==> config.mk <==
export PLATFORM = sky130hd
export DESIGN_NAME = addressable_led_serializer
export DESIGN_NICKNAME = d
export VERILOG_FILES = /design/src/sv/led_ser_pkg.sv /design/src/sv/led_ser_skid.sv /design/src/sv/addressable_led_serializer.sv
export SDC_FILE = /design/constraint.sdc
export NUM_CORES = 1
export LEC_CHECK = 0
export BUFFER_PORTS_ARGS = -buffer_cell sky130_fd_sc_hd__buf_4
export CELL_PAD_IN_SITES_DETAIL_PLACEMENT = 1
export CELL_PAD_IN_SITES_GLOBAL_PLACEMENT = 2
export CORE_ASPECT_RATIO = 1.75
export CORE_MARGIN = 10
export CORE_UTILIZATION = 35
export DETAILED_ROUTE_END_ITERATION = 10
export PLACE_DENSITY_LB_ADDON = 0.1
export SYNTH_ARGS = -nofsm -noshare
export SYNTH_HDL_FRONTEND = slang
export SYNTH_SLANG_ARGS = --single-unit
==> constraint.sdc <==
create_clock -name clk -period 4.5 [get_ports clk]
set_input_delay 0 -clock clk [delete_from_list [all_inputs] [get_ports clk]]
set_output_delay 0 -clock clk [all_outputs]
set_load 0.05 [all_outputs]
==> src/sv/led_ser_pkg.sv <==
// Shared types, codes and constants of the addressable LED serializer.
package led_ser_pkg;

  localparam logic [1:0] ACT_SET   = 2'd0;
  localparam logic [1:0] ACT_START = 2'd1;
  localparam logic [1:0] ACT_TICK  = 2'd2;

  localparam logic [2:0] CFG_ONE_HIGH  = 3'd0;
  localparam logic [2:0] CFG_ONE_LOW   = 3'd1;
  localparam logic [2:0] CFG_ZERO_HIGH = 3'd2;
  localparam logic [2:0] CFG_ZERO_LOW  = 3'd3;
  localparam logic [2:0] CFG_LEAD_LOW  = 3'd4;

  localparam logic [15:0] RST_ONE_HIGH  = 16'd30;
  localparam logic [15:0] RST_ONE_LOW   = 16'd26;
  localparam logic [15:0] RST_ZERO_HIGH = 16'd11;
  localparam logic [15:0] RST_ZERO_LOW  = 16'd43;
  localparam logic [15:0] RST_LEAD_LOW  = 16'd6400;

  localparam logic [1:0] COLOR_GREEN = 2'd0;
  localparam logic [1:0] COLOR_RED   = 2'd1;
  localparam logic [1:0] COLOR_BLUE  = 2'd2;

  typedef struct packed {
    logic line_level;
    logic busy_res;
    logic frame_done;
    logic rejected;
  } result_t;

  function automatic logic [15:0] at_least_one(input logic [15:0] v);
    at_least_one = (v == 16'd0) ? 16'd1 : v;
  endfunction

endpackage

==> src/sv/led_ser_skid.sv <==
// Two-entry output register with skid stage for result transactions.
module led_ser_skid (
  input  logic                 clk,
  input  logic                 rst,
  input  logic                 in_valid,
  output logic                 in_ready,
  input  led_ser_pkg::result_t in_data,
  output logic                 out_valid,
  input  logic                 out_ready,
  output led_ser_pkg::result_t out_data
);

  logic                 main_valid;
  led_ser_pkg::result_t main_data;
  logic                 skid_valid;
  led_ser_pkg::result_t skid_data;
  logic                 push;
  logic                 pop;

  assign in_ready  = !skid_valid;
  assign out_valid = main_valid;
  assign out_data  = main_data;
  assign push      = in_valid && !skid_valid;
  assign pop       = main_valid && out_ready;

  always_ff @(posedge clk) begin
    if (rst) begin
      main_valid <= 1'b0;
      skid_valid <= 1'b0;
    end else if (pop) begin
      if (skid_valid) begin
        main_data  <= skid_data;
        skid_valid <= 1'b0;
      end else if (push) begin
        main_data <= in_data;
      end else begin
        main_valid <= 1'b0;
      end
    end else if (push) begin
      if (!main_valid) begin
        main_data  <= in_data;
        main_valid <= 1'b1;
      end else begin
        skid_data  <= in_data;
        skid_valid <= 1'b1;
      end
    end
  end

endmodule

==> src/sv/addressable_led_serializer.sv <==
// Top level of the addressable LED serializer.
//
// Each input transaction carries one action in s_axis_tuser: set one LED
// color, start a frame, or advance time by one clock tick. Every accepted
// transaction produces exactly one result transaction on the master side,
// carrying the data line level, the busy flag, the rejected flag and, on
// m_axis_tlast, the end-of-frame mark.
// A result is registered in the output stage when its transaction is accepted.
// One transaction is accepted per cycle while s_axis_tready is high; the whole
// update of the send state is done in a single pass between the state registers and the output register.
// A two-entry output register lets the block keep accepting while one result
// waits; s_axis_tready drops only when both entries are full, so a stalled
// receiver stalls the input after two results.
// Reset clears the color store to zero, returns the sender to idle with the
// line low, restores the default pulse timings and empties the output stage.
// Configuration writes on cfg_we take effect at the next phase load.
module addressable_led_serializer #(
  parameter int LED_COUNT = 3
) (
  input  logic        clk,
  input  logic        rst,
  input  logic        s_axis_tvalid,
  output logic        s_axis_tready,
  input  logic [31:0] s_axis_tdata,  // led_addr[2:0], red[10:3], green[18:11], blue[26:19]
  input  logic [1:0]  s_axis_tuser,  // action[1:0]
  output logic        m_axis_tvalid,
  input  logic        m_axis_tready,
  output logic [7:0]  m_axis_tdata,  // line_level[0], busy_res[1], rejected[2]
  output logic        m_axis_tlast,  // frame_done
  input  logic        cfg_we,
  input  logic [2:0]  cfg_index,
  input  logic [15:0] cfg_data
);

  localparam int LW = (LED_COUNT > 1) ? $clog2(LED_COUNT) : 1;
  localparam logic [3:0] LED_LIMIT = 4'(LED_COUNT);
  localparam logic [LW-1:0] LED_LAST = LW'(LED_COUNT - 1);

  localparam logic [1:0] PH_IDLE = 2'd0;
  localparam logic [1:0] PH_LEAD = 2'd1;
  localparam logic [1:0] PH_HIGH = 2'd2;
  localparam logic [1:0] PH_LOW  = 2'd3;

  logic [15:0] one_high_ticks;
  logic [15:0] one_low_ticks;
  logic [15:0] zero_high_ticks;
  logic [15:0] zero_low_ticks;
  logic [15:0] lead_low_ticks;

  logic [23:0] color_store [LED_COUNT];

  logic [1:0]    phase;
  logic [1:0]    phase_next;
  logic [15:0]   ticks_left;
  logic [15:0]   ticks_left_next;
  logic [2:0]    bit_pos;
  logic [2:0]    bit_pos_next;
  logic [1:0]    color_pos;
  logic [1:0]    color_pos_next;
  logic [LW-1:0] led_pos;
  logic [LW-1:0] led_pos_next;

  logic [1:0]  action;
  logic [2:0]  led_addr;
  logic [7:0]  red;
  logic [7:0]  green;
  logic [7:0]  blue;
  logic        accept;
  logic        busy;
  logic        set_en;
  logic        done;
  logic        rej;
  logic [15:0] ticks_dec;

  logic [2:0]    adv_bit;
  logic [1:0]    adv_color;
  logic [LW-1:0] adv_led;
  logic          last_bit;
  logic [2:0]    look_bit;
  logic [1:0]    look_color;
  logic [LW-1:0] look_led;
  logic [23:0]   look_word;
  logic [7:0]    look_byte;
  logic          cur_val;

  led_ser_pkg::result_t res;
  led_ser_pkg::result_t out_res;
  logic                 q_ready;

  assign action    = s_axis_tuser;
  assign led_addr  = s_axis_tdata[2:0];
  assign red       = s_axis_tdata[10:3];
  assign green     = s_axis_tdata[18:11];
  assign blue      = s_axis_tdata[26:19];

  assign s_axis_tready = q_ready;
  assign accept        = s_axis_tvalid && q_ready;
  assign busy          = (phase != PH_IDLE);
  assign ticks_dec     = (ticks_left != 16'd0) ? ticks_left - 16'd1 : 16'd0;

  // Position of the bit that follows the one ending its low phase.
  always_comb begin
    adv_led   = led_pos;
    adv_color = color_pos;
    adv_bit   = bit_pos - 3'd1;
    if (bit_pos == 3'd0) begin
      adv_bit = 3'd7;
      if (color_pos == led_ser_pkg::COLOR_BLUE) begin
        adv_color = led_ser_pkg::COLOR_GREEN;
        adv_led   = led_pos + LW'(1);
      end else begin
        adv_color = color_pos + 2'd1;
      end
    end
  end

  assign last_bit = (bit_pos == 3'd0) && (color_pos == led_ser_pkg::COLOR_BLUE) &&
                    (led_pos == LED_LAST);

  always_comb begin
    case (phase)
      PH_LEAD: begin
        look_led   = '0;
        look_color = led_ser_pkg::COLOR_GREEN;
        look_bit   = 3'd7;
      end
      PH_LOW: begin
        look_led   = adv_led;
        look_color = adv_color;
        look_bit   = adv_bit;
      end
      default: begin
        look_led   = led_pos;
        look_color = color_pos;
        look_bit   = bit_pos;
      end
    endcase
  end

  assign look_word = color_store[look_led];

  always_comb begin
    case (look_color)
      led_ser_pkg::COLOR_GREEN: look_byte = look_word[23:16];
      led_ser_pkg::COLOR_RED:   look_byte = look_word[15:8];
      led_ser_pkg::COLOR_BLUE:  look_byte = look_word[7:0];
      default:                  look_byte = 8'd0;
    endcase
  end

  assign cur_val = look_byte[look_bit];

  always_comb begin
    phase_next      = phase;
    ticks_left_next = ticks_left;
    bit_pos_next    = bit_pos;
    color_pos_next  = color_pos;
    led_pos_next    = led_pos;
    set_en          = 1'b0;
    done            = 1'b0;
    rej             = 1'b0;
    if (accept) begin
      case (action)
        led_ser_pkg::ACT_SET: begin
          if (busy || ({1'b0, led_addr} >= LED_LIMIT)) begin
            rej = 1'b1;
          end else begin
            set_en = 1'b1;
          end
        end
        led_ser_pkg::ACT_START: begin
          if (busy) begin
            rej = 1'b1;
          end else begin
            phase_next      = PH_LEAD;
            ticks_left_next = led_ser_pkg::at_least_one(lead_low_ticks);
            bit_pos_next    = 3'd7;
            color_pos_next  = led_ser_pkg::COLOR_GREEN;
            led_pos_next    = '0;
          end
        end
        led_ser_pkg::ACT_TICK: begin
          if (busy) begin
            ticks_left_next = ticks_dec;
            if (ticks_dec == 16'd0) begin
              case (phase)
                PH_LEAD: begin
                  phase_next      = PH_HIGH;
                  bit_pos_next    = 3'd7;
                  color_pos_next  = led_ser_pkg::COLOR_GREEN;
                  led_pos_next    = '0;
                  ticks_left_next = led_ser_pkg::at_least_one(
                                      cur_val ? one_high_ticks : zero_high_ticks);
                end
                PH_HIGH: begin
                  phase_next      = PH_LOW;
                  ticks_left_next = led_ser_pkg::at_least_one(
                                      cur_val ? one_low_ticks : zero_low_ticks);
                end
                default: begin
                  if (last_bit) begin
                    phase_next      = PH_IDLE;
                    ticks_left_next = 16'd0;
                    bit_pos_next    = 3'd7;
                    color_pos_next  = led_ser_pkg::COLOR_GREEN;
                    led_pos_next    = '0;
                    done            = 1'b1;
                  end else begin
                    phase_next      = PH_HIGH;
                    bit_pos_next    = adv_bit;
                    color_pos_next  = adv_color;
                    led_pos_next    = adv_led;
                    ticks_left_next = led_ser_pkg::at_least_one(
                                        cur_val ? one_high_ticks : zero_high_ticks);
                  end
                end
              endcase
            end
          end
        end
        default: begin
        end
      endcase
    end
  end

  always_ff @(posedge clk) begin
    if (rst) begin
      phase      <= PH_IDLE;
      ticks_left <= 16'd0;
      bit_pos    <= 3'd7;
      color_pos  <= led_ser_pkg::COLOR_GREEN;
      led_pos    <= '0;
    end else begin
      phase      <= phase_next;
      ticks_left <= ticks_left_next;
      bit_pos    <= bit_pos_next;
      color_pos  <= color_pos_next;
      led_pos    <= led_pos_next;
    end
  end

  always_ff @(posedge clk) begin
    if (rst) begin
      for (int i = 0; i < LED_COUNT; i++) begin
        color_store[i] <= 24'd0;
      end
    end else if (set_en) begin
      color_store[led_addr[LW-1:0]] <= {green, red, blue};
    end
  end

  always_ff @(posedge clk) begin
    if (rst) begin
      one_high_ticks  <= led_ser_pkg::RST_ONE_HIGH;
      one_low_ticks   <= led_ser_pkg::RST_ONE_LOW;
      zero_high_ticks <= led_ser_pkg::RST_ZERO_HIGH;
      zero_low_ticks  <= led_ser_pkg::RST_ZERO_LOW;
      lead_low_ticks  <= led_ser_pkg::RST_LEAD_LOW;
    end else if (cfg_we) begin
      case (cfg_index)
        led_ser_pkg::CFG_ONE_HIGH:  one_high_ticks  <= cfg_data;
        led_ser_pkg::CFG_ONE_LOW:   one_low_ticks   <= cfg_data;
        led_ser_pkg::CFG_ZERO_HIGH: zero_high_ticks <= cfg_data;
        led_ser_pkg::CFG_ZERO_LOW:  zero_low_ticks  <= cfg_data;
        led_ser_pkg::CFG_LEAD_LOW:  lead_low_ticks  <= cfg_data;
        default: begin
        end
      endcase
    end
  end

  assign res.line_level = (phase_next == PH_HIGH);
  assign res.busy_res   = (phase_next != PH_IDLE);
  assign res.frame_done = done;
  assign res.rejected   = rej;

  led_ser_skid u_skid (
    .clk       (clk),
    .rst       (rst),
    .in_valid  (accept),
    .in_ready  (q_ready),
    .in_data   (res),
    .out_valid (m_axis_tvalid),
    .out_ready (m_axis_tready),
    .out_data  (out_res)
  );

  assign m_axis_tdata = {5'd0, out_res.rejected, out_res.busy_res, out_res.line_level};
  assign m_axis_tlast = out_res.frame_done;

endmodule

==> results.cfg <==
[run_status]
outcome = finished, final reports clean

[global_route]
top_usage_layer = met2
antenna_found_initial = 0
grt_overflow_total = 0
use_met3_pct = 1.79
grt_pass1_vias = 9495
grt_max_degree = 94
grt_pass1_wl_um = 56300
track_usage_pct = 18.5
use_met1_pct = 17.4
grt.met2_usage_pct = 39.1

[sta]
maxSlewViolCount = 0
min_period_ns = 4.16
skew_ns = 0.0186
setup_slack_ns = 0.336
final_hold_viol_count = 0
finalSetupViolations = 0
rsz0062_at_grt = no
tightest_slew_ns = 1.08
finalSetupTns_ns = 0
hold_ws_ns = 0.0188
timing.final.crit_share_pct = 92.5
slew_headroom_pct = 27.9
max_freq_mhz = 240

[finish]
drive_above_1_share_pct = 13.2
multi_input_area_sq_mm = 0.00516
areaGrowthSynthToFinish_pct = 19.9
diodes = 0
fin_nets = 1322
final_cell_area_sq_mm = 0.0129
regArea_sq_mm = 0.00527
fillCellCount = 3478
instances_no_fill = 1655

[logic_synthesis]
synthArstFlopShare_pct = 0
synth.distinct_cells = 77
synth_top_family_by_area = simple AND/OR/NAND/NOR gates
synth_ff_type = dfxtp_1
synth-seq-cells = 211
seq_area_frac_synth_pct = 49.1
synth_top_area_share_pct = 29.1
yosysMostFrequentCell = nand2_1
synth_fa_ha_area_share_pct = 1.40
muxShareOfSynthArea_pct = 5.59
yosys.area_share.simple_pct = 24.2
synth_top_area_cell = edfxtp_1
synth_edf_count = 104
synth_area_leaders = edfxtp_1 (29%), dfxtp_1 (20%), nand2_1 (7.8%)
synth_warnings = 0
synth_commonest_cells = nand2_1 (223), dfxtp_1 (107), edfxtp_1 (104)
synthCells = 1139
synth_compound_area_share_pct = 15.0
synth_area_sq_mm = 0.0107
synth_xor_area_share_pct = 0.735
syn_avg_cell_area_sq_um = 9.41

[floorplanning]
core_area_sq_mm = 0.0302
pin_count = 69
fp.dieW_um = 152
die_h_um = 252
num_rows = 84
initial_core_util_pct = 35.5
die_area_sq_mm = 0.0383

[clocking]
cts_buffers = 22
cts_sinks = 211
cts-root-buf = clkbuf_16
cts_tree = done
clk_latency_ns = 0.53
path_clk_slew_ns = 0.07
cts_max_level = 1
cts_buffer_depth = 3
post-cts-setup-buffer-count = 0

[detailed_routing]
ant_nets = 0
first_iter_violations = 328
drt-total-wl_um = 36500
firstDrtPassIters = 4
drc_errors = 0
vias = 8766
post_drt_wl_per_cell_um = 22.1
vias_per_cell = 5.30

[placement]
placed_cells = 1570
numPortBuffers = 58
place_hpwl_um = 27400
place.gp.congestion = 0.816
pre_cts_ws_ns = 0.319
place_area_sq_mm = 0.0117

[hold_path]
min-delay-start = cfg_index[1]
hold_path_class = input pin to flop
whs_path_depth = 5
min_to = one_low_ticks[0]$_SDFFE_PP0P_

[power]
power.leakage_nw = 4.92
power_per_cell_area_mw_per_mm2 = 354
peakVddDrop_v = 0.000260

[setup_path]
path_buf_inv = 3
setup.worst_path.start_class = flop
cp.required_ns = 4.85
worstSetupPathDepth = 15
arrival_ns = 4.51
cpMostUsedCell = mux2_4
cpLargestDelayFamily = compound AO/OA/AOI/OAI gates
r2r_start = bit_pos[0]$_SDFFE_PP1P_
worstSetupEndpointType = flop
cp_slowest_cell = a2111oi_2
cp_cell_sequence = inv_1 -> ha_1 -> and4bb_4 -> mux2_4 -> nor2_8 -> buf_12 -> buf_4 -> mux2i_1 -> o22ai_1 -> o211ai_1 -> a2bb2oi_1 -> o2bb2a_4 -> mux2_4 -> a2111oi_2 -> a211oi_1
r2r_slack_ns = 0.34
r2r.worst_path.cells = 15
reg2reg_to = ticks_left[13]$_SDFFE_PP0P_
cpPeakStageDelay_ns = 0.38
critPathKind = flop to flop
crit_fanout = 26

[flow_run]
maxCapViolCount = 0
[cell type report]
class,count,share of cell area [%]
tap,387,3.77
multi-input combinational,867,40.2
inverter,15,0.438
clock inverter,6,0.632
timing repair buffer,135,8.85
clock buffer,34,5.20
sequential,211,40.9
[state kept, by name, summed over array words and instances (netlist names), 3 cells and up]
| name | cells |
|---|---|
| color_store | 96 |
| lead_low_ticks | 16 |
| one_high_ticks | 16 |
| one_low_ticks | 16 |
| ticks_left | 16 |
| zero_high_ticks | 16 |
| zero_low_ticks | 16 |
| u_skid.out_data | 4 |
| u_skid.skid_data | 4 |
| bit_pos | 3 |
[routing by layer]
layer  wire (um)  up-vias
met1       12900     4282
met5           0        -
met2       21500      139
met4        1320        0
li1            -     4292
met3         860       53
[worst max path at each step]
| stage | from | to | slack [ns] |
|---|---|---|---|
| 2_1_floorplan | bit_pos[0]$_SDFFE_PP1P_ | ticks_left[10]$_SDFFE_PP0P_ | 1.0 |
| 3_3_place_gp | bit_pos[0]$_SDFFE_PP1P_ | ticks_left[13]$_SDFFE_PP0P_ | 0.37 |
| 3_5_place_dp | bit_pos[0]$_SDFFE_PP1P_ | ticks_left[10]$_SDFFE_PP0P_ | 0.32 |
| 4_1_cts | bit_pos[0]$_SDFFE_PP1P_ | ticks_left[10]$_SDFFE_PP0P_ | 0.30 |
| 5_1_grt | bit_pos[0]$_SDFFE_PP1P_ | ticks_left[13]$_SDFFE_PP0P_ | 0.08 |
| 6_report | bit_pos[0]$_SDFFE_PP1P_ | ticks_left[13]$_SDFFE_PP0P_ | 0.34 |
[placed cells by master (no fill, tap or decap), types with 5 or more instances in the layout]
master           n
or4_1            5
and4_1           6
edfxtp_1       104
conb_1          29
a22oi_1          9
o221ai_1         8
inv_1           15
dlygate4sd3_1   45
o21ai_0         29
buf_4           89
clkbuf_16       24
xor2_1           5
a21oi_1         99
or2_2            9
a32oi_1          5
nor2b_1          5
nand3_1         15
a2111oi_2        5
mux2_4           7
and2_1          78
dfxtp_1        107
nor3_1          21
nand2_1        223
clkbuf_1         7
a211o_1         10
and3_1          16
mux2_2           8
nor2_1          67
a31oi_1          7
a211oi_1         8
mux2i_1         37
nand2b_1         9
nand3b_1        19
o22ai_1         10
nor4_1          25
ha_1            12
[what timing repair did]
action	4_1_cts	5_1_grt
endpoints found under the hold margin	186	0
hold buffers	45	0
resized for setup	0	0
[worst register-to-register path, cell delays in order, from the launching register on]
cell,delay (ns)
dfxtp_1,0.34
inv_1,0.08
ha_1,0.27
and4bb_4,0.32
mux2_4,0.37
nor2_8,0.27
buf_12,0.21
buf_4,0.16
mux2i_1,0.17
o22ai_1,0.10
o211ai_1,0.35
a2bb2oi_1,0.13
o2bb2a_4,0.37
mux2_4,0.37
a2111oi_2,0.38
a211oi_1,0.09
[kinds of logic (layout without fill, tap and decap cells)]
family                   count (synthesis)  in the layout
other                                    1             29
adder cells (fa/ha/maj)                 12             12
AO/OA/AOI/OAI                          240            240
buffers and inverters                   89            190
XOR/XNOR                                 9              9
multiplexers                            55             55
AND/OR/NAND/NOR                        522            522
flip-flops                             211            211
[report_power, final]
part | total, W | switching (W) | internal, W
Clock | 0.00192 | 0.000780 | 0.00114
Combinational | 0.000513 | 0.000325 | 0.000188
Sequential | 0.00213 | 0.0000436 | 0.00208
[stage by stage]
stage               total power, W  util (%)
finish                     0.00456      42.6
global route               0.00474      42.6
CTS                        0.00463      42.6
detailed placement         0.00266      38.7
global placement           0.00265      38.7
floorplan                  0.00245         -
Note: power is estimated with default switching activity, not from simulation.
